$ cat src/hw/rtl/gbn_pkg.sv
// ----------------------------------------------------------------------------
// gbn_pkg
// Shared types and constants for the Go-Back-N sender window controller.
// ----------------------------------------------------------------------------
package gbn_pkg;

  localparam int SEQ_W        = 16;
  localparam int LEN_W        = 13;
  localparam int KIND_W       = 3;
  localparam int SLOT_OUT_W   = 3;
  localparam int SLOT_FIELD_W = 6;   // holds a slot index for up to 64 slots
  localparam int CNT_W        = 4;
  localparam int WIN_W        = 4;
  localparam int MAX_RUN      = 8;   // most results one item can cause

  localparam int DEF_SLOTS     = 8;
  localparam int DEF_MAX_CHUNK = 8000;
  localparam int CMDQ_DEPTH    = 2;

  localparam logic [WIN_W-1:0] WIN_RESET = 4'd5;

  typedef enum logic [1:0] {
    MODE_OFFER    = 2'd0,
    MODE_ACK      = 2'd1,
    MODE_TIMEOUT  = 2'd2,
    MODE_FIN_ACK  = 2'd3
  } mode_t;

  typedef enum logic [KIND_W-1:0] {
    KIND_REFUSED = 3'd0,
    KIND_FIRST   = 3'd1,
    KIND_DATA    = 3'd2,
    KIND_RETX    = 3'd3,
    KIND_FIN     = 3'd4,
    KIND_DONE    = 3'd5
  } kind_t;

  typedef enum logic [1:0] {
    CMD_SINGLE = 2'd0,   // one result, no slot access
    CMD_SEND   = 2'd1,   // record length in slot, one result
    CMD_RETX   = 2'd2    // walk cnt slots starting at seq/slot
  } cmd_op_t;

  typedef struct packed {
    cmd_op_t                 op;
    kind_t                   kind;
    logic [SEQ_W-1:0]        seq;
    logic [LEN_W-1:0]        len;
    logic [SLOT_FIELD_W-1:0] slot;
    logic [CNT_W-1:0]        cnt;
  } cmd_t;

endpackage

$ cat src/hw/rtl/go_back_n_sender_window.sv
// An accepted item is written into the command queue and then into the back end's
// output registers before strobe rises. Throughput: one item per cycle for items giving
// one result while no retransmit run is walked; a timeout emits its N retransmit results
// back to back (N up to 8), set by the single slot-memory read port walked by the back end.
// busy is high while the two-entry command queue is full.
// Reset (rst, synchronous) clears window state, queue and strobe; window 5.
// ----------------------------------------------------------------------------
// go_back_n_sender_window
// Go-Back-N sender window controller: front classifies items, a short
// command queue decouples it from the back end that issues result items.
// ----------------------------------------------------------------------------
module go_back_n_sender_window #(
  parameter int SLOTS     = gbn_pkg::DEF_SLOTS,
  parameter int MAX_CHUNK = gbn_pkg::DEF_MAX_CHUNK
) (
  input  logic                             clk,
  input  logic                             rst,
  input  logic                             start,
  output logic                             busy,
  input  logic [1:0]                       mode,
  input  logic [gbn_pkg::LEN_W-1:0]        chunk_len,
  input  logic                             end_of_data,
  input  logic [gbn_pkg::SEQ_W-1:0]        ack_seq,
  input  logic                             window_we,
  input  logic [gbn_pkg::WIN_W-1:0]        window_wdata,
  output logic                             strobe,
  output logic [gbn_pkg::KIND_W-1:0]       kind,
  output logic [gbn_pkg::SEQ_W-1:0]        seq_out,
  output logic [gbn_pkg::LEN_W-1:0]        len_out,
  output logic [gbn_pkg::SLOT_OUT_W-1:0]   slot_out,
  output logic                             last
);

  logic          q_full;
  logic          q_push;
  logic          q_pop;
  logic          q_valid;
  gbn_pkg::cmd_t push_cmd;
  gbn_pkg::cmd_t head_cmd;

  assign busy = q_full;

  gbn_front #(
    .SLOTS     (SLOTS),
    .MAX_CHUNK (MAX_CHUNK)
  ) u_front (
    .clk          (clk),
    .rst          (rst),
    .start        (start),
    .q_full       (q_full),
    .mode         (mode),
    .chunk_len    (chunk_len),
    .end_of_data  (end_of_data),
    .ack_seq      (ack_seq),
    .window_we    (window_we),
    .window_wdata (window_wdata),
    .push         (q_push),
    .cmd          (push_cmd)
  );

  gbn_cmdq u_cmdq (
    .clk      (clk),
    .rst      (rst),
    .push     (q_push),
    .push_cmd (push_cmd),
    .pop      (q_pop),
    .full     (q_full),
    .valid    (q_valid),
    .head     (head_cmd)
  );

  gbn_back #(
    .SLOTS (SLOTS)
  ) u_back (
    .clk      (clk),
    .rst      (rst),
    .q_valid  (q_valid),
    .q_cmd    (head_cmd),
    .pop      (q_pop),
    .strobe   (strobe),
    .kind     (kind),
    .seq_out  (seq_out),
    .len_out  (len_out),
    .slot_out (slot_out),
    .last     (last)
  );

endmodule

$ cat src/hw/rtl/gbn_front.sv
// ----------------------------------------------------------------------------
// gbn_front
// Accepts items, keeps the window state and turns each item into a command.
// ----------------------------------------------------------------------------
module gbn_front #(
  parameter int SLOTS     = gbn_pkg::DEF_SLOTS,
  parameter int MAX_CHUNK = gbn_pkg::DEF_MAX_CHUNK
) (
  input  logic                        clk,
  input  logic                        rst,
  input  logic                        start,
  input  logic                        q_full,
  input  logic [1:0]                  mode,
  input  logic [gbn_pkg::LEN_W-1:0]   chunk_len,
  input  logic                        end_of_data,
  input  logic [gbn_pkg::SEQ_W-1:0]   ack_seq,
  input  logic                        window_we,
  input  logic [gbn_pkg::WIN_W-1:0]   window_wdata,
  output logic                        push,
  output gbn_pkg::cmd_t               cmd
);

  localparam int SW    = (SLOTS > 1) ? $clog2(SLOTS) : 1;
  localparam int LIM   = (SLOTS < gbn_pkg::MAX_RUN) ? SLOTS : gbn_pkg::MAX_RUN;
  localparam int SUM_W = ((SW > gbn_pkg::CNT_W) ? SW : gbn_pkg::CNT_W) + 1;
  localparam logic [gbn_pkg::WIN_W-1:0] LIM_V    = gbn_pkg::WIN_W'(LIM);
  localparam logic [gbn_pkg::SEQ_W-1:0] MAX_LEN  = gbn_pkg::SEQ_W'(MAX_CHUNK);
  localparam logic [SUM_W-1:0]          SLOTS_S  = SUM_W'(SLOTS);
  localparam logic [SW-1:0]             SLOT_TOP = SW'(SLOTS - 1);

  logic [gbn_pkg::WIN_W-1:0] win_limit, win_limit_next;
  logic [gbn_pkg::SEQ_W-1:0] base_seq, base_seq_next;
  logic [gbn_pkg::SEQ_W-1:0] snd_seq, snd_seq_next;
  logic [SW-1:0]             base_slot, base_slot_next;
  logic [SW-1:0]             next_slot, next_slot_next;
  logic                      data_ended, data_ended_next;
  logic                      fin_sent, fin_sent_next;

  logic                      accept;
  logic [gbn_pkg::SEQ_W-1:0] outstanding;
  logic [gbn_pkg::WIN_W-1:0] eff_window;
  logic [gbn_pkg::LEN_W-1:0] len_sat;
  logic [gbn_pkg::SEQ_W-1:0] ack_off;
  logic [gbn_pkg::SEQ_W-1:0] ack_base;
  logic [gbn_pkg::SEQ_W-1:0] ack_step;
  logic [SUM_W-1:0]          slot_sum;
  logic [SW-1:0]             ack_slot;
  logic [gbn_pkg::SEQ_W-1:0] next_inc;
  logic [SW-1:0]             next_slot_inc;
  logic [gbn_pkg::SEQ_W-1:0] base_upd;

  assign accept = start && !q_full;

  always_comb begin
    outstanding = snd_seq - base_seq;

    if (win_limit == '0) begin
      eff_window = gbn_pkg::WIN_W'(1);
    end else if (win_limit > LIM_V) begin
      eff_window = LIM_V;
    end else begin
      eff_window = win_limit;
    end

    if (gbn_pkg::SEQ_W'(chunk_len) > MAX_LEN) begin
      len_sat = MAX_LEN[gbn_pkg::LEN_W-1:0];
    end else begin
      len_sat = chunk_len;
    end

    // ack moves base by at most the outstanding count (never above SLOTS),
    // so one conditional subtract keeps the slot in range
    ack_off  = ack_seq - base_seq;
    ack_base = ack_seq + gbn_pkg::SEQ_W'(1);
    ack_step = ack_base - base_seq;
    slot_sum = SUM_W'(base_slot) + SUM_W'(ack_step[gbn_pkg::CNT_W-1:0]);
    if (ack_base < base_seq) begin
      // sequence wrapped past zero: new base is below SLOTS
      ack_slot = ack_base[SW-1:0];
    end else if (slot_sum >= SLOTS_S) begin
      ack_slot = SW'(slot_sum - SLOTS_S);
    end else begin
      ack_slot = slot_sum[SW-1:0];
    end

    next_inc = snd_seq + gbn_pkg::SEQ_W'(1);
    if (next_inc == '0 || next_slot == SLOT_TOP) begin
      next_slot_inc = '0;
    end else begin
      next_slot_inc = next_slot + SW'(1);
    end
  end

  always_comb begin
    win_limit_next   = win_limit;
    base_seq_next    = base_seq;
    snd_seq_next     = snd_seq;
    base_slot_next   = base_slot;
    next_slot_next   = next_slot;
    data_ended_next  = data_ended;
    fin_sent_next    = fin_sent;
    base_upd         = base_seq;
    push             = 1'b0;
    cmd.op           = gbn_pkg::CMD_SINGLE;
    cmd.kind         = gbn_pkg::KIND_REFUSED;
    cmd.seq          = snd_seq;
    cmd.len          = '0;
    cmd.slot         = '0;
    cmd.cnt          = gbn_pkg::CNT_W'(1);

    if (window_we) begin
      win_limit_next = window_wdata;
    end

    if (accept) begin
      unique case (gbn_pkg::mode_t'(mode))
        gbn_pkg::MODE_OFFER: begin
          if (data_ended || fin_sent) begin
            push = 1'b1;
          end else if (chunk_len == '0) begin
            if (end_of_data) begin
              data_ended_next = 1'b1;
              if (outstanding == '0) begin
                push          = 1'b1;
                cmd.kind      = gbn_pkg::KIND_FIN;
                fin_sent_next = 1'b1;
              end
            end
          end else if (outstanding >= gbn_pkg::SEQ_W'(eff_window)) begin
            push = 1'b1;
          end else begin
            push           = 1'b1;
            cmd.op         = gbn_pkg::CMD_SEND;
            cmd.kind       = (snd_seq == '0) ? gbn_pkg::KIND_FIRST : gbn_pkg::KIND_DATA;
            cmd.len        = len_sat;
            cmd.slot       = gbn_pkg::SLOT_FIELD_W'(next_slot);
            snd_seq_next   = next_inc;
            next_slot_next = next_slot_inc;
            if (end_of_data) begin
              data_ended_next = 1'b1;
            end
          end
        end
        gbn_pkg::MODE_ACK: begin
          if (!fin_sent) begin
            if (ack_off < outstanding) begin
              base_upd       = ack_base;
              base_seq_next  = ack_base;
              base_slot_next = ack_slot;
            end
            if (data_ended && (snd_seq == base_upd)) begin
              push          = 1'b1;
              cmd.kind      = gbn_pkg::KIND_FIN;
              fin_sent_next = 1'b1;
            end
          end
        end
        gbn_pkg::MODE_TIMEOUT: begin
          if (outstanding != '0) begin
            push     = 1'b1;
            cmd.op   = gbn_pkg::CMD_RETX;
            cmd.kind = gbn_pkg::KIND_RETX;
            cmd.seq  = base_seq;
            cmd.slot = gbn_pkg::SLOT_FIELD_W'(base_slot);
            cmd.cnt  = outstanding[gbn_pkg::CNT_W-1:0];
          end
        end
        gbn_pkg::MODE_FIN_ACK: begin
          if (fin_sent) begin
            push     = 1'b1;
            cmd.kind = gbn_pkg::KIND_DONE;
          end
        end
      endcase
    end
  end

  always_ff @(posedge clk) begin
    if (rst) begin
      win_limit   <= gbn_pkg::WIN_RESET;
      base_seq    <= '0;
      snd_seq     <= '0;
      base_slot   <= '0;
      next_slot   <= '0;
      data_ended  <= 1'b0;
      fin_sent    <= 1'b0;
    end else begin
      win_limit   <= win_limit_next;
      base_seq    <= base_seq_next;
      snd_seq     <= snd_seq_next;
      base_slot   <= base_slot_next;
      next_slot   <= next_slot_next;
      data_ended  <= data_ended_next;
      fin_sent    <= fin_sent_next;
    end
  end

endmodule

$ cat src/hw/rtl/gbn_cmdq.sv
// ----------------------------------------------------------------------------
// gbn_cmdq
// Short command queue between the front and the back.
// ----------------------------------------------------------------------------
module gbn_cmdq (
  input  logic          clk,
  input  logic          rst,
  input  logic          push,
  input  gbn_pkg::cmd_t push_cmd,
  input  logic          pop,
  output logic          full,
  output logic          valid,
  output gbn_pkg::cmd_t head
);

  localparam int DEPTH = gbn_pkg::CMDQ_DEPTH;
  localparam int PW    = (DEPTH > 1) ? $clog2(DEPTH) : 1;
  localparam int CW    = $clog2(DEPTH + 1);
  localparam logic [PW-1:0] PTR_TOP = PW'(DEPTH - 1);
  localparam logic [CW-1:0] CNT_TOP = CW'(DEPTH);

  gbn_pkg::cmd_t  entries [DEPTH];
  logic [PW-1:0]  wr_ptr, rd_ptr;
  logic [CW-1:0]  count;
  logic           do_pop;

  assign full   = (count == CNT_TOP);
  assign valid  = (count != '0);
  assign head   = entries[rd_ptr];
  assign do_pop = pop && valid;

  always_ff @(posedge clk) begin
    if (push) begin
      entries[wr_ptr] <= push_cmd;
    end
  end

  always_ff @(posedge clk) begin
    if (rst) begin
      wr_ptr <= '0;
      rd_ptr <= '0;
      count  <= '0;
    end else begin
      if (push) begin
        wr_ptr <= (wr_ptr == PTR_TOP) ? '0 : wr_ptr + PW'(1);
      end
      if (do_pop) begin
        rd_ptr <= (rd_ptr == PTR_TOP) ? '0 : rd_ptr + PW'(1);
      end
      priority if (push && !do_pop) begin
        count <= count + CW'(1);
      end else if (do_pop && !push) begin
        count <= count - CW'(1);
      end
    end
  end

endmodule

$ cat src/hw/rtl/gbn_back.sv
// ----------------------------------------------------------------------------
// gbn_back
// Executes commands: records slot lengths and issues result items,
// walking the slot memory for retransmit runs.
// ----------------------------------------------------------------------------
module gbn_back #(
  parameter int SLOTS = gbn_pkg::DEF_SLOTS
) (
  input  logic                             clk,
  input  logic                             rst,
  input  logic                             q_valid,
  input  gbn_pkg::cmd_t                    q_cmd,
  output logic                             pop,
  output logic                             strobe,
  output logic [gbn_pkg::KIND_W-1:0]       kind,
  output logic [gbn_pkg::SEQ_W-1:0]        seq_out,
  output logic [gbn_pkg::LEN_W-1:0]        len_out,
  output logic [gbn_pkg::SLOT_OUT_W-1:0]   slot_out,
  output logic                             last
);

  localparam int SW = (SLOTS > 1) ? $clog2(SLOTS) : 1;
  localparam logic [SW-1:0] SLOT_TOP = SW'(SLOTS - 1);

  logic [gbn_pkg::LEN_W-1:0] slot_mem [SLOTS];
  logic [gbn_pkg::LEN_W-1:0] rd_data;

  logic                      run_active, run_active_next;
  logic [gbn_pkg::SEQ_W-1:0] run_seq, run_seq_next;
  logic [SW-1:0]             run_slot, run_slot_next;
  logic [gbn_pkg::CNT_W-1:0] run_left, run_left_next;

  logic                      issue;
  logic                      wr_en;
  gbn_pkg::kind_t            iss_kind;
  logic [gbn_pkg::SEQ_W-1:0] iss_seq;
  logic [SW-1:0]             iss_slot;
  logic [gbn_pkg::LEN_W-1:0] iss_len;
  logic                      iss_use_mem;
  logic                      iss_last;
  logic [gbn_pkg::CNT_W-1:0] iss_left;
  logic [gbn_pkg::SEQ_W-1:0] seq_inc;
  logic [SW-1:0]             slot_inc;
  logic [gbn_pkg::SLOT_FIELD_W-1:0] slot_wide;

  logic                      o_valid;
  gbn_pkg::kind_t            o_kind;
  logic [gbn_pkg::SEQ_W-1:0] o_seq;
  logic [gbn_pkg::LEN_W-1:0] o_len;
  logic                      o_use_mem;
  logic [gbn_pkg::SLOT_OUT_W-1:0] o_slot;
  logic                      o_last;

  always_comb begin
    pop             = 1'b0;
    issue           = 1'b0;
    wr_en           = 1'b0;
    iss_kind        = q_cmd.kind;
    iss_seq         = q_cmd.seq;
    iss_slot        = q_cmd.slot[SW-1:0];
    iss_len         = '0;
    iss_use_mem     = 1'b0;
    iss_last        = 1'b1;
    iss_left        = q_cmd.cnt;
    run_active_next = run_active;
    run_left_next   = run_left;

    if (run_active) begin
      issue       = 1'b1;
      iss_kind    = gbn_pkg::KIND_RETX;
      iss_seq     = run_seq;
      iss_slot    = run_slot;
      iss_use_mem = 1'b1;
      iss_left    = run_left;
    end else if (q_valid) begin
      pop   = 1'b1;
      issue = 1'b1;
      unique case (q_cmd.op)
        gbn_pkg::CMD_SEND: begin
          wr_en   = 1'b1;
          iss_len = q_cmd.len;
        end
        gbn_pkg::CMD_RETX: begin
          iss_use_mem = 1'b1;
        end
        default: begin
          iss_slot = '0;
        end
      endcase
    end

    // retransmit runs walk one slot per cycle
    if (iss_use_mem) begin
      iss_last        = (iss_left == gbn_pkg::CNT_W'(1));
      run_active_next = !iss_last;
      run_left_next   = iss_left - gbn_pkg::CNT_W'(1);
    end

    seq_inc = iss_seq + gbn_pkg::SEQ_W'(1);
    if (seq_inc == '0 || iss_slot == SLOT_TOP) begin
      slot_inc = '0;
    end else begin
      slot_inc = iss_slot + SW'(1);
    end
    run_seq_next  = seq_inc;
    run_slot_next = slot_inc;
    slot_wide     = gbn_pkg::SLOT_FIELD_W'(iss_slot);
  end

  always_ff @(posedge clk) begin
    if (wr_en) begin
      slot_mem[iss_slot] <= iss_len;
    end
    rd_data <= slot_mem[iss_slot];
  end

  always_ff @(posedge clk) begin
    o_kind    <= iss_kind;
    o_seq     <= iss_seq;
    o_len     <= iss_len;
    o_use_mem <= iss_use_mem;
    o_slot    <= slot_wide[gbn_pkg::SLOT_OUT_W-1:0];
    o_last    <= iss_last;
    run_seq   <= run_seq_next;
    run_slot  <= run_slot_next;
    run_left  <= run_left_next;
  end

  always_ff @(posedge clk) begin
    if (rst) begin
      o_valid    <= 1'b0;
      run_active <= 1'b0;
    end else begin
      o_valid    <= issue;
      run_active <= run_active_next;
    end
  end

  assign strobe   = o_valid;
  assign kind     = o_kind;
  assign seq_out  = o_seq;
  assign len_out  = o_use_mem ? rd_data : o_len;
  assign slot_out = o_slot;
  assign last     = o_last;

endmodule
$ cat config.mk
export PLATFORM = sky130hd
export DESIGN_NAME = go_back_n_sender_window
export DESIGN_NICKNAME = d
export VERILOG_FILES = /design/src/hw/rtl/gbn_pkg.sv /design/src/hw/rtl/go_back_n_sender_window.sv /design/src/hw/rtl/gbn_front.sv /design/src/hw/rtl/gbn_cmdq.sv /design/src/hw/rtl/gbn_back.sv
export SDC_FILE = /design/constraint.sdc
export NUM_CORES = 1
export LEC_CHECK = 0
export BUFFER_PORTS_ARGS = -buffer_cell sky130_fd_sc_hd__buf_2
export CAP_MARGIN = 40
export CORE_AREA = 4 4 192 194
export DETAILED_ROUTE_END_ITERATION = 8
export DIE_AREA = 0 0 196 198
export SLEW_MARGIN = 40
export SYNTH_ARGS = -nofsm -noshare
export SYNTH_HDL_FRONTEND = slang
export SYNTH_SLANG_ARGS = --single-unit
$ cat constraint.sdc
create_clock -name clk -period 7.35 [get_ports clk]
set_input_delay 0.735 -clock clk [delete_from_list [all_inputs] [get_ports clk]]
set_output_delay 0.735 -clock clk [all_outputs]
set_load 0.02 [all_outputs]
; After elaboration in Yosys (flattened, before gate mapping)
; Memories as Yosys holds them, arrays and structs flattened. A register that Yosys moved wholly into a read port is not among the register bits.
; Index checks and enable logic that the tools add are counted.
[word_totals]
regBits = 110
mem_bits_rw = 192
inputBits = 40
out_inout_bits = 38
word_cells = 171
mem_count = 2
[mem_list]
columns = memory, depth, width, rd, rd_clocked_by_memory_dff, write_ports, line
row1 = u_back.slot_mem, 8, 13, 1, 1, 1, gbn_back.sv:25  ; logic [gbn_pkg::LEN_W-1:0] slot_mem [SLOTS];
row2 = u_cmdq.entries, 2, 44, 1, 1, 1, gbn_cmdq.sv:22  ; gbn_pkg::cmd_t entries [DEPTH];
[classes]
addsub = 15
magnitude_cmp = 6
n_eq_ne = 15
n_mux = 79
bitwise = 4
reduce_logical = 29
[op_table]
columns = operator, count
row1 = 16-bit 2-to-1 mux, 6
row2 = 13-bit 2-to-1 mux, 6
row3 = 16-bit logical NOT, 4
row4 = 19-bit 2-to-1 mux, 3
row5 = "16-bit by 1-bit adder with 16-bit output, second input constant", 3
row6 = 44-bit 2-to-1 mux, 1
row7 = 3-bit 2-to-1 mux, 12
row8 = 1-bit 2-to-1 mux, 35
row9 = 16-bit less-than comparator, 2
row10 = 16-bit subtractor, 2
row11 = 21-bit 2-to-1 mux, 1
row12 = 4-bit 2-to-1 mux, 5
row13 = 16-bit == test, 1
row14 = 16-bit by 4-bit >= comparator with 1-bit output, 1
row15 = 16-bit nonzero test, 1
row16 = "13-bit greater-than comparator, second input constant", 1
row17 = 13-bit logical NOT, 1
row18 = 3-bit case mux with 4 select lines, 1
row19 = 6-bit case mux with 2 select lines, 1
row20 = "2-bit == test, second input constant", 4
row21 = 4-bit AND reduction, 2
row22 = 7-bit 2-to-1 mux, 1
row23 = "3-bit by 1-bit adder with 3-bit output, second input constant", 2
row24 = "3-bit == test, second input constant", 2
row25 = 29 further kinds, 50

; Depth between registers and ports, before layout
; Gate-level depths: netlist (run 1).
[depth]
ltp_word = 16
depth_mapped = 27
ltp_nobuf = 27

; Hierarchy
; Synthesis (run 1) repeated with hierarchy kept, for this count alone.
[unflattened]
hier_cells = 1358
area_unflattened_um2 = 16005.4
[modules_own_cells]
columns = mod, n_inst, cells_each, area_each_um2, seq_area_each_um2
row1 = gbn_back, 1, 431, 6729.0, 4664.5
row2 = gbn_front, 1, 768, 5891.9, 880.8
row3 = gbn_cmdq, 1, 159, 3384.5, 2742.6

; Least setup slack after synthesis (run 1)
; OpenSTA, ideal clock, no wires.
[synth_timing]
kind = in2reg
from = in ack_seq[1] (netlist bit)
to = mem u_cmdq.entries[0][0] (netlist bit) (enable)
setup_time_ns = 0.444
arrival_time_ns = 6.701
required_time_ns = 6.906
setup_slack_ns = 0.205
stages = 21
path_buffers = 0
path_cell_list = ha_1 > nor2b_1 > o21ai_0 > a21boi_0 > o21ai_0 > a21oi_1 > a41o_1 > o41ai_1 > o21ai_0 > a311o_1 > ha_1 > a21oi_1 > o21ai_0 > a211oi_1 > o21ai_1 > nand2_2 > mux2i_1 > a2111oi_4 > a41oi_1 > nor2_2 > nor2b_1
[synth_between]
elab_chain_len = 14
elab_cells_between_ends = 15
cone_classes = add/sub: 2 / order compare: 1 / eq/ne: 1 / mux: 10 / reduce/logical: 1
[synth_rtl]
columns = item, line
row1 = start: declaration, go_back_n_sender_window.sv:23  ; input logic [gbn_pkg::SEQ_W-1:0] ack_seq,
row2 = 16-bit subtractor, gbn_front.sv:73  ; ack_off = ack_seq - base_seq;
row3 = 16-bit less-than comparator, gbn_front.sv:146  ; if (ack_off < outstanding) begin
row4 = 16-bit 2-to-1 mux *, gbn_front.sv:146
row5 = 16-bit 2-to-1 mux *, gbn_front.sv:145  ; if (!fin_sent) begin
row6 = 16-bit 2-to-1 mux *, gbn_front.sv:116  ; unique case (gbn_pkg::mode_t'(mode))
row7 = 16-bit 2-to-1 mux *, gbn_front.sv:115  ; if (accept) begin
row8 = 16-bit == test *, gbn_front.sv:151  ; if (data_ended && (snd_seq == base_upd)) begin
row9 = 1-bit logical AND *, gbn_front.sv:151
row10 = 1-bit 2-to-1 mux *, gbn_front.sv:151
row11 = 1-bit 2-to-1 mux *, gbn_front.sv:145
row12 = 1-bit case mux with 4 select lines *, gbn_front.sv:116
row13 = 1-bit 2-to-1 mux *, gbn_front.sv:115
row14 = via q_push, go_back_n_sender_window.sv:35  ; logic q_push;
row15 = 1-bit 2-to-1 mux *, gbn_cmdq.sv:33  ; if (push) begin
row16 = 1-bit 2-to-1 mux (implied by the code) *, gbn_cmdq.sv:34  ; entries[wr_ptr] <= push_cmd;
row17 = end: declaration, gbn_cmdq.sv:22
; The timed path passes the listed nets; every way through them passes the cells marked *. The select of a mux whose other input is x is not followed.

; Worst setup path after layout (run 1)
[layout_timing]
from = reg u_front.base_seq[0] (netlist bit)
to = mem u_cmdq.entries[1][22] (netlist bit) (enable)
[layout_between]
elab_chain_len = 14
elab_cells_between_ends = 22
cone_classes = add/sub: 2 / order compare: 1 / eq/ne: 1 / mux: 15 / reduce/logical: 3
[layout_rtl]
columns = item, line
row1 = start: declaration, gbn_front.sv:32  ; logic [gbn_pkg::SEQ_W-1:0] base_seq, base_seq_next;
row2 = start signal: assignment, gbn_front.sv:189  ; base_seq <= base_seq_next;
row3 = 16-bit subtractor (on tied branches), "gbn_front.sv:73, gbn_front.sv:55"
row4 = 16-bit less-than comparator, gbn_front.sv:146
row5 = 16-bit 2-to-1 mux, gbn_front.sv:146
row6 = 16-bit 2-to-1 mux, gbn_front.sv:145
row7 = 16-bit 2-to-1 mux, gbn_front.sv:116
row8 = 16-bit 2-to-1 mux, gbn_front.sv:115
row9 = 16-bit == test, gbn_front.sv:151
row10 = 1-bit logical AND, gbn_front.sv:151
row11 = 1-bit 2-to-1 mux, gbn_front.sv:151
row12 = 1-bit 2-to-1 mux, gbn_front.sv:145
row13 = 1-bit case mux with 4 select lines *, gbn_front.sv:116
row14 = 1-bit 2-to-1 mux *, gbn_front.sv:115
row15 = via q_push, go_back_n_sender_window.sv:35
row16 = 1-bit 2-to-1 mux *, gbn_cmdq.sv:33
row17 = 1-bit 2-to-1 mux (implied by the code) *, gbn_cmdq.sv:34
; Marks and branches as above.

==> flow_summary_export.csv, run 1 <==
group,metric,value,unit
run_status,outcome,"complete, no violations",
synth,syn_inst,1468,
place,io_buffer_count,77,
drt,routed_wire_length_per_instance,18.7,um
drt,avgViaCountPerCell,5.43,
cells_and_area,total_number_of_nets_in_the_final_design,1661,
cts,tritoncts,"built",
synth,post-synth-top-count-cell,"sky130_fd_sc_hd__edfxtp_1",
place,routabilityCongestion,0.891,
pwr,relative_contribution_of_the_clock_network_to_total_power,20.0,%
sta,finish_stage_setup_viols,0,
worst_setup_path,timing.critical_path.required,7600,ps
synth,synth.ff_latch_count,310,
drt,routed.top_layer,"met4",
grt,antenna_found_initial,0,
worst_setup_path,reg2reg_from,"u_front.base_seq[0]$_SDFFE_PP0P_",
pwr,pwr-share-comb,51.2,%
pwr,power_density,459,nW/um2
worst_setup_path,path_class,"reg -> reg",
worst_setup_path,worst_setup_path_end_kind,"flop",
synth,synth.yosys.warnings,0,
cts,cts.repair.resized,0,
sta,period_minus_slack,6560,ps
synth,netlist.top_cell.by_area,"sky130_fd_sc_hd__edfxtp_1",
grt,grt_pass1_vias,10800,
sta,timing.clock.skew,15.6,ps
floorplan,design.die.area,38800,um2
synth,cell_types_with_the_highest_counts_after_synthesis,"sky130_fd_sc_hd__edfxtp_1 (190), sky130_fd_sc_hd__nor2_1 (183), sky130_fd_sc_hd__nand2_1 (125)",
worst_setup_path,arrival,6820,ps
sta,worst_slew_margin_rel,46.5,%
synth,netlist_area,15700,um2
sta,layout_worst_path_cycle_share,89.3,%
pwr,switching_share,41.9,%
synth,synth_flop_cell,"sky130_fd_sc_hd__edfxtp_1",
pwr,p_leak,6.81,nW
cts,cts_inserted_buffers,31,
flow_run,maxCapViolations,0,
place,hpwl,27100,um
synth,synth_edf_count,190,
synth,synth_cell_types,92,
worst_setup_path,worst_setup_path_start_kind,"flop",
drt,count_of_unresolved_drc_violations_after_routing,0,
cts,post-cts-setup-buffers,0,
drt,detailedRoute.firstPassIterationCount,5,
hold_path,holdCritPathClass,"in -> reg",
sta,grt_setup_unrepaired,"no",
cts,htree_levels,1,
synth,syn_area_per_cell,10.7,um2
grt,pin_count_of_the_biggest_net_entering_global_routing,55,
pwr,cellInternalPower,4.72,mW
worst_setup_path,reg2reg_setup_slack,790,ps
synth,synthesis.nets,1590,
cells_and_area,fillCellCount,3174,
drt,detail-route-antenna-nets,0,
drt,met1_length,18300,um
floorplan,initial_core_util,44.5,%
pwr,ir_worst_vdd,328,uV
cts,cts_buffer_depth,3,
sta,achievable-frequency,0.152,GHz
sta,worst_slew_pin_slew,800,ps
place,pre_cts_worst_setup_slack,403,ps
synth,ys_async_sr_fraction,0,%
hold_path,timing.hold.worst.start,"window_wdata[0]",
floorplan,placeableCoreArea,35200,um2
pwr,power,8.12,mW
cts,worst_skew_pair.late_latency,570,ps
worst_setup_path,worstPathMaxFanout,18,
drt,vias,11000,
cts,cts.reportedPaths.clkPinSlew,60,ps
synth,netlist_top_cells_area,"sky130_fd_sc_hd__edfxtp_1 (36%), sky130_fd_sc_hd__dfxtp_1 (15%), sky130_fd_sc_hd__ha_1 (6.2%)",
cts,clock_sinks,310,
drt,detailedRoute.firstIterationViolations,785,
cts,cts_hold_buf,0,
pwr,sequentialPowerShare,28.8,%
synth,netlist.area_leader.share,36.4,%
pwr,net-switching-power,3.41,mW
floorplan,die-width,196,um
drt,met3RoutedLength,1840,um
cells_and_area,antenna_cells,0,
synth,seq_area_frac_synth,51.8,%
floorplan,height_of_the_die,198,um
sta,timing.final.ws_setup,787,ps
cells_and_area,fraction_of_final_layout_cells_with_drive_strength_greater_than_1,14.1,%
worst_setup_path,timing.critical_path.from,"u_front.base_seq[0]$_SDFFE_PP0P_",
sta,final.setup.tns,0,ps
sta,final-max-slew-violation-count,0,
cells_and_area,layoutNonFillerInstCount,2025,
cells_and_area,syn_to_final_growth,13.1,%
drt,detail_route.wirelength,37900,um
cts,clock_tree.root_cell,"sky130_fd_sc_hd__clkbuf_16",
place,placedCellCount,1966,
grt,wire_length_of_the_first_global_routing_pass,59500,um
grt,groute.usage.overall,19.0,%
sta,final-hold-violation-count,0,
floorplan,fp-row-count,69,
grt,grt.overflow.total,0,
floorplan,top_level_ports,78,
drt,route.met2.wl,16800,um
layout make-up:
type	instances	area, um2	share of cell area, %
multi-input combinational	1022	7080	40.0
sequential	310	8110	45.8
clock buffer	41	896	5.06
tap	461	577	3.26
inverter	73	277	1.56
timing repair buffer	101	593	3.35
clock inverter	17	176	0.996
cell families after synthesis:
kind of cell / synth area share [%]
AO/OA/AOI/OAI: 11.1
XOR/XNOR: 4.54
adder cells (fa/ha/maj): 6.74
buffers and inverters: 3.48
flip-flops: 51.8
multiplexers: 5.79
AND/OR/NAND/NOR: 16.6
worst paths after layout:
path	to	depth (start not counted)
max reg2reg	u_cmdq.entries[1][22]$_DFFE_PP_	22
min	u_front.win_limit[0]$_SDFFE_PP1P_	2
max	u_cmdq.entries[1][22]$_DFFE_PP_	22
min reg2reg	u_back.run_seq[0]$_DFF_P_	1
worst max-delay path, stage by stage, from the launching register on:
cell and delay (ps):
sky130_fd_sc_hd__dfxtp_1 500, sky130_fd_sc_hd__ha_1 300, sky130_fd_sc_hd__nor2b_1 70, sky130_fd_sc_hd__o21ai_0 210, sky130_fd_sc_hd__a21boi_0 150, sky130_fd_sc_hd__o21ai_0 240, sky130_fd_sc_hd__a21oi_1 130, sky130_fd_sc_hd__a41o_1 270
sky130_fd_sc_hd__o41ai_1 550, sky130_fd_sc_hd__o21ai_0 290, sky130_fd_sc_hd__a311o_1 410, sky130_fd_sc_hd__ha_1 310, sky130_fd_sc_hd__a21oi_1 120, sky130_fd_sc_hd__o21ai_0 120, sky130_fd_sc_hd__a211oi_1 220, sky130_fd_sc_hd__o21ai_1 220
sky130_fd_sc_hd__nand2_2 260, sky130_fd_sc_hd__mux2i_1 160, sky130_fd_sc_hd__a2111oi_4 470, sky130_fd_sc_hd__a41oi_1 210, sky130_fd_sc_hd__nor2_2 210, sky130_fd_sc_hd__and2_2 460, sky130_fd_sc_hd__buf_4 340
state kept, by name, summed over array words and instances, names as in the netlist, 2 cells and up, named ones only:
register and count:
u_back.kind 3, u_back.run_slot 3, u_front.win_limit 4, u_back.run_seq 16, u_front.base_seq 16, u_back.slot_mem 104, u_front.next_slot 3, u_front.base_slot 3
u_cmdq.count 2, u_back.rd_data 13, u_front.snd_seq 16, u_back.o_len 13, u_cmdq.entries 82, u_back.seq_out 16, u_back.run_left 4, u_back.slot_out 3
per-stage QoR:
stage               area [um2]  util (%)  hold WS (ps)
global route             17700      50.3           372
CTS                      17700      50.3           350
finish                   17700      50.3           380
floorplan                15700         -           419
detailed placement       16600      47.2           451
global placement         16600      47.1           448
power by group through the flow:
stage          combinational [mW]  sequential [mW]  clock [mW]
2_1_floorplan                3.08             2.39           0
3_3_place_gp                 4.03             2.37           0
3_5_place_dp                 4.14             2.38           0
4_1_cts                      4.16             2.34        1.66
5_1_grt                      4.61             2.37        1.74
6_report                     4.16             2.34        1.63
metal layers:
layer  GRT usage, %  vias to the layer above
li1               -                     5425
met1           27.9                     5228
met2           29.7                      270
met3           2.31                       63
met4           5.77                        0
met5              0                        -
cell usage in the layout (no fill, tap or decap), types with 23 or more instances in the layout:
master and n:
sky130_fd_sc_hd__clkbuf_16 33, sky130_fd_sc_hd__nand3_1 56, sky130_fd_sc_hd__xnor2_1 51, sky130_fd_sc_hd__a211oi_1 23
sky130_fd_sc_hd__o21ai_0 64, sky130_fd_sc_hd__inv_1 71, sky130_fd_sc_hd__nor2_1 183, sky130_fd_sc_hd__a21oi_1 44
sky130_fd_sc_hd__edfxtp_1 190, sky130_fd_sc_hd__nand2_1 125, sky130_fd_sc_hd__dfxtp_1 117, sky130_fd_sc_hd__buf_2 77
sky130_fd_sc_hd__mux2i_1 58, sky130_fd_sc_hd__ha_1 78
Power figures use the tool's default switching activity.
==> inputs of run 2 (changes only) <==
BUFFER_PORTS_ARGS = -buffer_cell sky130_fd_sc_hd__buf_4   (was -buffer_cell sky130_fd_sc_hd__buf_2)
GPL_TIMING_DRIVEN = 0   (was not set)
MAX_ROUTING_LAYER = met4   (was not set)
==> run 2 against run 1 <==
  * Register-to-register slack lost 250 ps
  * Wire length increased by 6.6%
  * Critical path depth rose by 1
  * Worst hold slack better by 51 ps
  * Sequential power hardly changed
  * Sequential share of layout area is 0.93 points lower
  * Combinational power increased by 6.0%
  * Design area rose by 2.0%
  * Critical endpoint is now u_cmdq.entries[0][11]$_DFFE_PP_
  * Largest power group unchanged
==> flow_summary_export.csv, run 2 (synthesis gave the netlist of run 1 again) <==
group,metric,value,unit
run_status,outcome,"complete, no violations",
cts,htree_levels,2,
drt,avgViaCountPerCell,5.49,
sta,worst_slew_pin_slew,817,ps
pwr,relative_contribution_of_the_clock_network_to_total_power,19.5,%
drt,detail-route-antenna-nets,0,
pwr,net-switching-power,3.59,mW
cells_and_area,layout.cells.most_common,"sky130_fd_sc_hd__edfxtp_1",
grt,groute.usage.overall,21.1,%
grt,antenna_found_initial,1,
cells_and_area,biggestRegsByFlops,"u_back.slot_mem (104), u_cmdq.entries (82)",
sta,layout_worst_path_cycle_share,92.6,%
sta,hold_slack,431,ps
worst_setup_path,timing.critical_path.required,7560,ps
sta,finish_stage_setup_viols,0,
place,hpwl,30300,um
pwr,power,8.36,mW
cts,cts_buffer_depth,3,
cells_and_area,largest_register_ffs,104,
worst_setup_path,worstPathMaxFanout,18,
floorplan,design.die.area,38800,um2
grt,wire_length_of_the_first_global_routing_pass,63300,um
worst_setup_path,crit_top_cell,"sky130_fd_sc_hd__o21ai_0",
floorplan,fp-row-count,69,
place,routabilityCongestion,0.916,
cts,cts.reportedPaths.clkPinSlew,60,ps
cells_and_area,fraction_of_final_layout_cells_with_drive_strength_greater_than_1,13.5,%
worst_setup_path,cpPeakStageDelay,580,ps
drt,count_of_unresolved_drc_violations_after_routing,0,
floorplan,top_level_ports,78,
worst_setup_path,worst_setup_path_start_kind,"flop",
worst_setup_path,reg2reg_from,"u_front.base_seq[1]$_SDFFE_PP0P_",
grt,grt.overflow.total,0,
cts,post-cts-setup-buffers,0,
cts,tritoncts,"built",
worst_setup_path,worst_setup_path_end_kind,"flop",
sta,achievable-frequency,0.147,GHz
sta,final.setup.tns,0,ps
floorplan,die-width,196,um
pwr,ir_worst_vdd,312,uV
worst_setup_path,setup.worst_path.end,"u_cmdq.entries[0][11]$_DFFE_PP_",
place,pre_cts_worst_setup_slack,169,ps
drt,vias,11400,
worst_setup_path,r2r.worst_path.cells,23,
worst_setup_path,path_depth,23,
flow_run,maxCapViolations,0,
hold_path,holdCritPathClass,"in -> reg",
sta,timing.final.ws_setup,541,ps
drt,routed_wire_length_per_instance,19.4,um
floorplan,initial_core_util,44.5,%
worst_setup_path,reg2reg_setup_slack,540,ps
cells_and_area,layoutNonFillerInstCount,2083,
pwr,switching_share,42.9,%
cells_and_area,largest-register,"u_back.slot_mem",
pwr,cellInternalPower,4.78,mW
pwr,pwr-share-comb,52.7,%
floorplan,height_of_the_die,198,um
sta,period_minus_slack,6810,ps
pwr,power_density,463,nW/um2
cells_and_area,syn_to_final_growth,15.4,%
hold_path,hold_depth,2,
cts,worst_skew_pair.late_latency,520,ps
sta,final-max-slew-violation-count,0,
grt,grt_pass1_vias,11200,
worst_setup_path,crit_buf_inv,2,
grt,pin_count_of_the_biggest_net_entering_global_routing,27,
sta,grt_setup_unrepaired,"no",
drt,detailedRoute.firstIterationViolations,972,
pwr,sequentialPowerShare,27.8,%
worst_setup_path,cp_top_family,"compound AO/OA/AOI/OAI gates",
place,total_cell_area_at_the_placement_stage,17000,um2
drt,detail_route.wirelength,40400,um
worst_setup_path,r2r_end,"u_cmdq.entries[0][11]$_DFFE_PP_",
pwr,p_leak,6.93,nW
worst_setup_path,timing.critical_path.from,"u_front.base_seq[1]$_SDFFE_PP0P_",
place,placedCellCount,2019,
worst_setup_path,worstPathCellList,"inv_1 > ha_1 > nor2b_1 > o21ai_0 > a21boi_0 > o21ai_0 > a21oi_1 > a41o_1 > o41ai_2 > o21ai_0 > a311o_1 > ha_1 > a21oi_1 > o21ai_0 > a211oi_1 > o21ai_1 > nand2_2 > mux2i_1 > a2111oi_4 > a41oi_1 > nor2_2 > nor2b_4 > buf_16",
worst_setup_path,crit_slowest_cell,"sky130_fd_sc_hd__dfxtp_1",
worst_setup_path,path_class,"reg -> reg",
cells_and_area,post-route-util,51.3,%
cells_and_area,most_frequent_cells_in_the_layout,"sky130_fd_sc_hd__edfxtp_1 (190), sky130_fd_sc_hd__nor2_1 (181), sky130_fd_sc_hd__nand2_1 (125), sky130_fd_sc_hd__dfxtp_1 (120), sky130_fd_sc_hd__buf_4 (80)",
sta,final-hold-violation-count,0,
worst_setup_path,arrival,7020,ps
cells_and_area,design_area,18100,um2
sta,timing.clock.skew,16.0,ps
cts,clock_sinks,310,
cts,cts_inserted_buffers,34,
cells_and_area,total_number_of_nets_in_the_final_design,1716,
floorplan,placeableCoreArea,35200,um2
sta,worst_slew_margin_rel,45.3,%
cts,clock_tree.root_cell,"sky130_fd_sc_hd__clkbuf_16",
drt,detailedRoute.firstPassIterationCount,6,
place,io_buffer_count,75,
run 2: changes by cell type in the layout (fill, tap and decap cells not counted), sizes merged:
| cell | before | now |
|---|---|---|
| clkinvlp | 1 | 0 |
| clkbuf | 41 | 96 |
| bufinv | 3 | 1 |
| clkinv | 13 | 14 |
| diode | 0 | 2 |
| inv | 73 | 74 |
| buf | 101 | 103 |
run 2: metal layers:
metal | vias up | GRT usage, % | part of all wire, %
met5 | - | - | 0
met4 | 0 | 6.21 | 2.6
met3 | 60 | 2.47 | 5.3
met2 | 321 | 31.7 | 44
met1 | 5490 | 30.3 | 48
li1 | 5567 | - | -
run 2: worst min path at each step:
stage	start	to	slack [ps]
after floorplan	u_back.run_seq[0]$_DFF_P_	u_back.run_seq[0]$_DFF_P_	420
after global placement	u_back.run_seq[0]$_DFF_P_	u_back.run_seq[0]$_DFF_P_	440
after detailed placement	u_back.run_seq[0]$_DFF_P_	u_back.run_seq[0]$_DFF_P_	450
after CTS	window_wdata[0]	u_front.win_limit[0]$_SDFFE_PP1P_	420
after global routing	window_wdata[0]	u_front.win_limit[0]$_SDFFE_PP1P_	430
final	window_wdata[0]	u_front.win_limit[0]$_SDFFE_PP1P_	430
run 2: timing repair:
| action | in CTS | in global routing |
|---|---|---|
| resized for setup | 0 | 1 |
| endpoints found under the setup margin | 0 | 59 |
| hold buffers | 0 | 0 |
run 2: area by class of cell:
type,count,area (um2)
Fill cell,3186,17200
Timing Repair Buffer,90,708
Clock inverter,16,126
Multi-Input combinational cell,1022,7060
Clock buffer,46,937
Tap cell,461,577
Inverter,73,274
Antenna cell,2,5.00
Buffer,63,272
Sequential cell,310,8110
run 2: worst reg2reg max path, stage by stage (launching register included):
cell	delay [ps]
sky130_fd_sc_hd__dfxtp_1	580
sky130_fd_sc_hd__inv_1	180
sky130_fd_sc_hd__ha_1	300
sky130_fd_sc_hd__nor2b_1	130
sky130_fd_sc_hd__o21ai_0	200
sky130_fd_sc_hd__a21boi_0	180
sky130_fd_sc_hd__o21ai_0	250
sky130_fd_sc_hd__a21oi_1	140
sky130_fd_sc_hd__a41o_1	290
sky130_fd_sc_hd__o41ai_2	370
sky130_fd_sc_hd__o21ai_0	250
sky130_fd_sc_hd__a311o_1	410
sky130_fd_sc_hd__ha_1	310
sky130_fd_sc_hd__a21oi_1	120
sky130_fd_sc_hd__o21ai_0	140
sky130_fd_sc_hd__a211oi_1	270
sky130_fd_sc_hd__o21ai_1	230
sky130_fd_sc_hd__nand2_2	300
sky130_fd_sc_hd__mux2i_1	160
sky130_fd_sc_hd__a2111oi_4	530
sky130_fd_sc_hd__a41oi_1	220
sky130_fd_sc_hd__nor2_2	240
sky130_fd_sc_hd__nor2b_4	480
sky130_fd_sc_hd__buf_16	220
run 2: power by group through the flow:
stage          clock [mW]  combinational, mW  sequential (mW)
2_1_floorplan           0               3.08             2.39
3_3_place_gp            0               4.29             2.36
3_5_place_dp            0               4.39             2.36
4_1_cts              1.66               4.42             2.32
5_1_grt              1.73               4.87             2.35
6_report             1.63               4.41             2.33
==> inputs of run 3 (changes only) <==
ABC_AREA = 1   (was not set)
==> run 3 against run 2 <==
  * Utilization grew 0.13 points
  * Combinational power fell by 22%
  * Clock power grew 4%
  * Clock-buffer cell count fell by 4
  * Fmax increased by 9.5%
  * Via count up 6.3%
  * Worst hold slack worse by 12 ps
  * Wire length increased by 2.7%
  * Critical path depth is 9 higher
  * Critical path type is now in -> reg
==> flow_summary_export.csv, run 3 <==
group,metric,value,unit
cts,cts_buffer_depth,3,
grt,grt_pass1_vias,11800,
cts,post-cts-setup-buffers,0,
sta,final-hold-violation-count,0,
drt,detail_route.wirelength,41500,um
cells_and_area,syn_to_final_growth,15.6,%
synth,netlist.area_leader.share,36.4,%
synth,synth_edf_count,190,
synth,synth_flop_cell,"sky130_fd_sc_hd__edfxtp_1",
sta,worst_slew_pin_slew,822,ps
sta,final-max-slew-violation-count,0,
worst_setup_path,r2r_end,"u_cmdq.entries[0][27]$_DFFE_PP_",
floorplan,placeableCoreArea,35200,um2
synth,synth.ff_latch_count,310,
floorplan,top_level_ports,78,
cells_and_area,fraction_of_final_layout_cells_with_drive_strength_greater_than_1,12.8,%
cts,htree_levels,2,
synth,synthesis.nets,1847,
sta,timing.clock.skew,13.6,ps
cells_and_area,most_frequent_cells_in_the_layout,"sky130_fd_sc_hd__nand2_1 (305), sky130_fd_sc_hd__nor2_1 (224), sky130_fd_sc_hd__edfxtp_1 (190), sky130_fd_sc_hd__inv_1 (180), sky130_fd_sc_hd__dfxtp_1 (120)",
worst_setup_path,path_class,"in -> reg",
cells_and_area,biggestRegsByFlops,"u_back.slot_mem (104), u_cmdq.entries (82)",
worst_setup_path,crit_slowest_cell,"sky130_fd_sc_hd__fa_1",
worst_setup_path,cpPeakStageDelay,410,ps
worst_setup_path,reg2reg_setup_slack,1150,ps
cts,cts.reportedPaths.clkPinSlew,60,ps
drt,vias,12200,
run_status,outcome,"complete, no violations",
sta,layout_worst_path_cycle_share,84.6,%
sta,hold_slack,419,ps
hold_path,timing.hold.worst.start,"window_wdata[0]",
synth,netlist_top_cells_area,"sky130_fd_sc_hd__edfxtp_1 (36%), sky130_fd_sc_hd__dfxtp_1 (15%), sky130_fd_sc_hd__nand2_1 (7.3%)",
floorplan,die-width,196,um
worst_setup_path,timing.critical_path.required,7560,ps
sta,timing.final.ws_setup,1130,ps
worst_setup_path,arrival,6430,ps
pwr,ir_worst_vdd,218,uV
synth,cell_types_with_the_highest_counts_after_synthesis,"sky130_fd_sc_hd__nand2_1 (305), sky130_fd_sc_hd__nor2_1 (233), sky130_fd_sc_hd__edfxtp_1 (190)",
place,hpwl,31100,um
cells_and_area,antenna_cells,0,
grt,groute.usage.overall,21.7,%
cts,cts_hold_buf,0,
worst_setup_path,worst_setup_path_start_kind,"primary input",
place,io_buffer_count,77,
cells_and_area,largest-register,"u_back.slot_mem",
drt,count_of_unresolved_drc_violations_after_routing,0,
flow_run,maxCapViolations,0,
synth,synth_cell_types,59,
place,routabilityCongestion,0.978,
floorplan,design.die.area,38800,um2
cells_and_area,total_number_of_nets_in_the_final_design,1965,
floorplan,initial_core_util,44.5,%
worst_setup_path,setup.worst_path.end,"u_cmdq.entries[0][27]$_DFFE_PP_",
cts,clock_sinks,310,
cells_and_area,layout.cells.most_common,"sky130_fd_sc_hd__nand2_1",
sta,worst_slew_margin_rel,45.1,%
floorplan,height_of_the_die,198,um
drt,avgViaCountPerCell,5.22,
cts,tritoncts,"built",
grt,grt.overflow.total,0,
worst_setup_path,worstPathMaxFanout,19,
synth,netlist_area,15700,um2
cts,cts.repair.resized,0,
worst_setup_path,r2r.worst_path.cells,28,
worst_setup_path,reg2reg_from,"u_front.base_seq[1]$_SDFFE_PP0P_",
synth,syn_area_per_cell,9.09,um2
place,pre_cts_worst_setup_slack,630,ps
floorplan,fp-row-count,69,
grt,wire_length_of_the_first_global_routing_pass,65100,um
grt,antenna_found_initial,1,
synth,seq_area_frac_synth,51.7,%
cells_and_area,largest_register_ffs,104,
hold_path,holdCritPathClass,"in -> reg",
drt,detailedRoute.firstPassIterationCount,5,
sta,achievable-frequency,0.161,GHz
grt,pin_count_of_the_biggest_net_entering_global_routing,31,
synth,ys_async_sr_fraction,0,%
pwr,p_leak,7.59,nW
cts,clock_tree.root_cell,"sky130_fd_sc_hd__clkbuf_16",
pwr,power,7.42,mW
worst_setup_path,worst_setup_path_end_kind,"flop",
cts,worst_skew_pair.late_latency,520,ps
drt,detail-route-antenna-nets,0,
worst_setup_path,timing.critical_path.from,"ack_seq[0]",
sta,finish_stage_setup_viols,0,
sta,grt_setup_unrepaired,"no",
cts,cts_inserted_buffers,36,
drt,routed_wire_length_per_instance,17.8,um
synth,syn_inst,1725,
drt,detailedRoute.firstIterationViolations,816,
synth,netlist.top_cell.by_area,"sky130_fd_sc_hd__edfxtp_1",
synth,post-synth-top-count-cell,"sky130_fd_sc_hd__nand2_1",
synth,synth.yosys.warnings,0,
sta,period_minus_slack,6220,ps
pwr,power_density,409,nW/um2
==> run 3: cell count changes after synthesis, sizes merged, moves of 51 or more <==
cell	change
mux2i	-58
o21ai	+51
a21oi	+57
nand2	+184
inv	+112
nor2	+57
==> run 3: cell families (layout without fill, tap and decap cells) <==
family / count (synthesis) / after routing / synth area share [%]
muxes: 13 / 13 / 0.934
buffers and inverters: 233 / 379 / 6.02
AOI/OAI and AO/OA: 291 / 291 / 10.6
xor gates and xnor gates: 66 / 66 / 3.88
DFF: 310 / 310 / 51.7
adders and majority gates: 82 / 82 / 6.73
and+or+nand+nor: 730 / 730 / 20.1
==> run 3: critical path: cells and delay by family <==
kind | cells | cell delay [ps]
and+or+nand+nor | 16 | 2350
AOI/OAI and AO/OA | 6 | 1110
buffers and inverters | 6 | 1100
adders and majority gates | 3 | 950
xor gates and xnor gates | 1 | 150
==> run 3: worst min path at each step <==
| stage | end | slack (ps) | depth (start not counted) |
|---|---|---|---|
| after floorplan | u_back.kind[0]$_SDFF_PP1_ | 420 | 2 |
| after CTS | u_front.win_limit[0]$_SDFFE_PP1P_ | 400 | 3 |
| final | u_front.win_limit[0]$_SDFFE_PP1P_ | 420 | 3 |
| after detailed placement | u_cmdq.rd_ptr$_SDFFE_PP0P_ | 450 | 1 |
| after global placement | u_cmdq.rd_ptr$_SDFFE_PP0P_ | 440 | 1 |
| after global routing | u_front.win_limit[2]$_SDFFE_PP1P_ | 410 | 3 |
==> run 3: final cells by class <==
class / instances / area, um2
sequential: 310 / 8110
timing repair buffer: 80 / 641
fill: 3287 / 17100
tap: 461 / 577
clock inverter: 24 / 181
clock buffer: 42 / 943
inverter: 185 / 697
multi-input combinational: 1182 / 6720
buffer: 48 / 250
==> run 3: power by group <==
group          switching (mW)  leakage [nW]  internal, mW
combinational            2.30          4.26          1.15
clock                   0.720         0.559         0.968
sequential             0.0987          2.77          2.18
total                    3.12          7.59          4.30
==> run 3: metal layers <==
metal	vias to the layer above	routed length, um	track usage, %
li1	6067	-	-
met4	0	1130	5.97
met3	62	1990	2.65
met5	-	0	-
met2	301	19100	34.5
met1	5734	19300	29.7
==> run 3: through the flow <==
stage | cells | TNS (ps) | utilization, % | instance area (um2)
after floorplan | 1725 | 0 | - | 15700
after global placement | 2263 | -60490 | 47.8 | 16800
after detailed placement | 2266 | 0 | 48.1 | 16900
after CTS | 2332 | 0 | 51.3 | 18100
after global routing | 2332 | 0 | 51.4 | 18100
final | 2332 | 0 | 51.4 | 18100
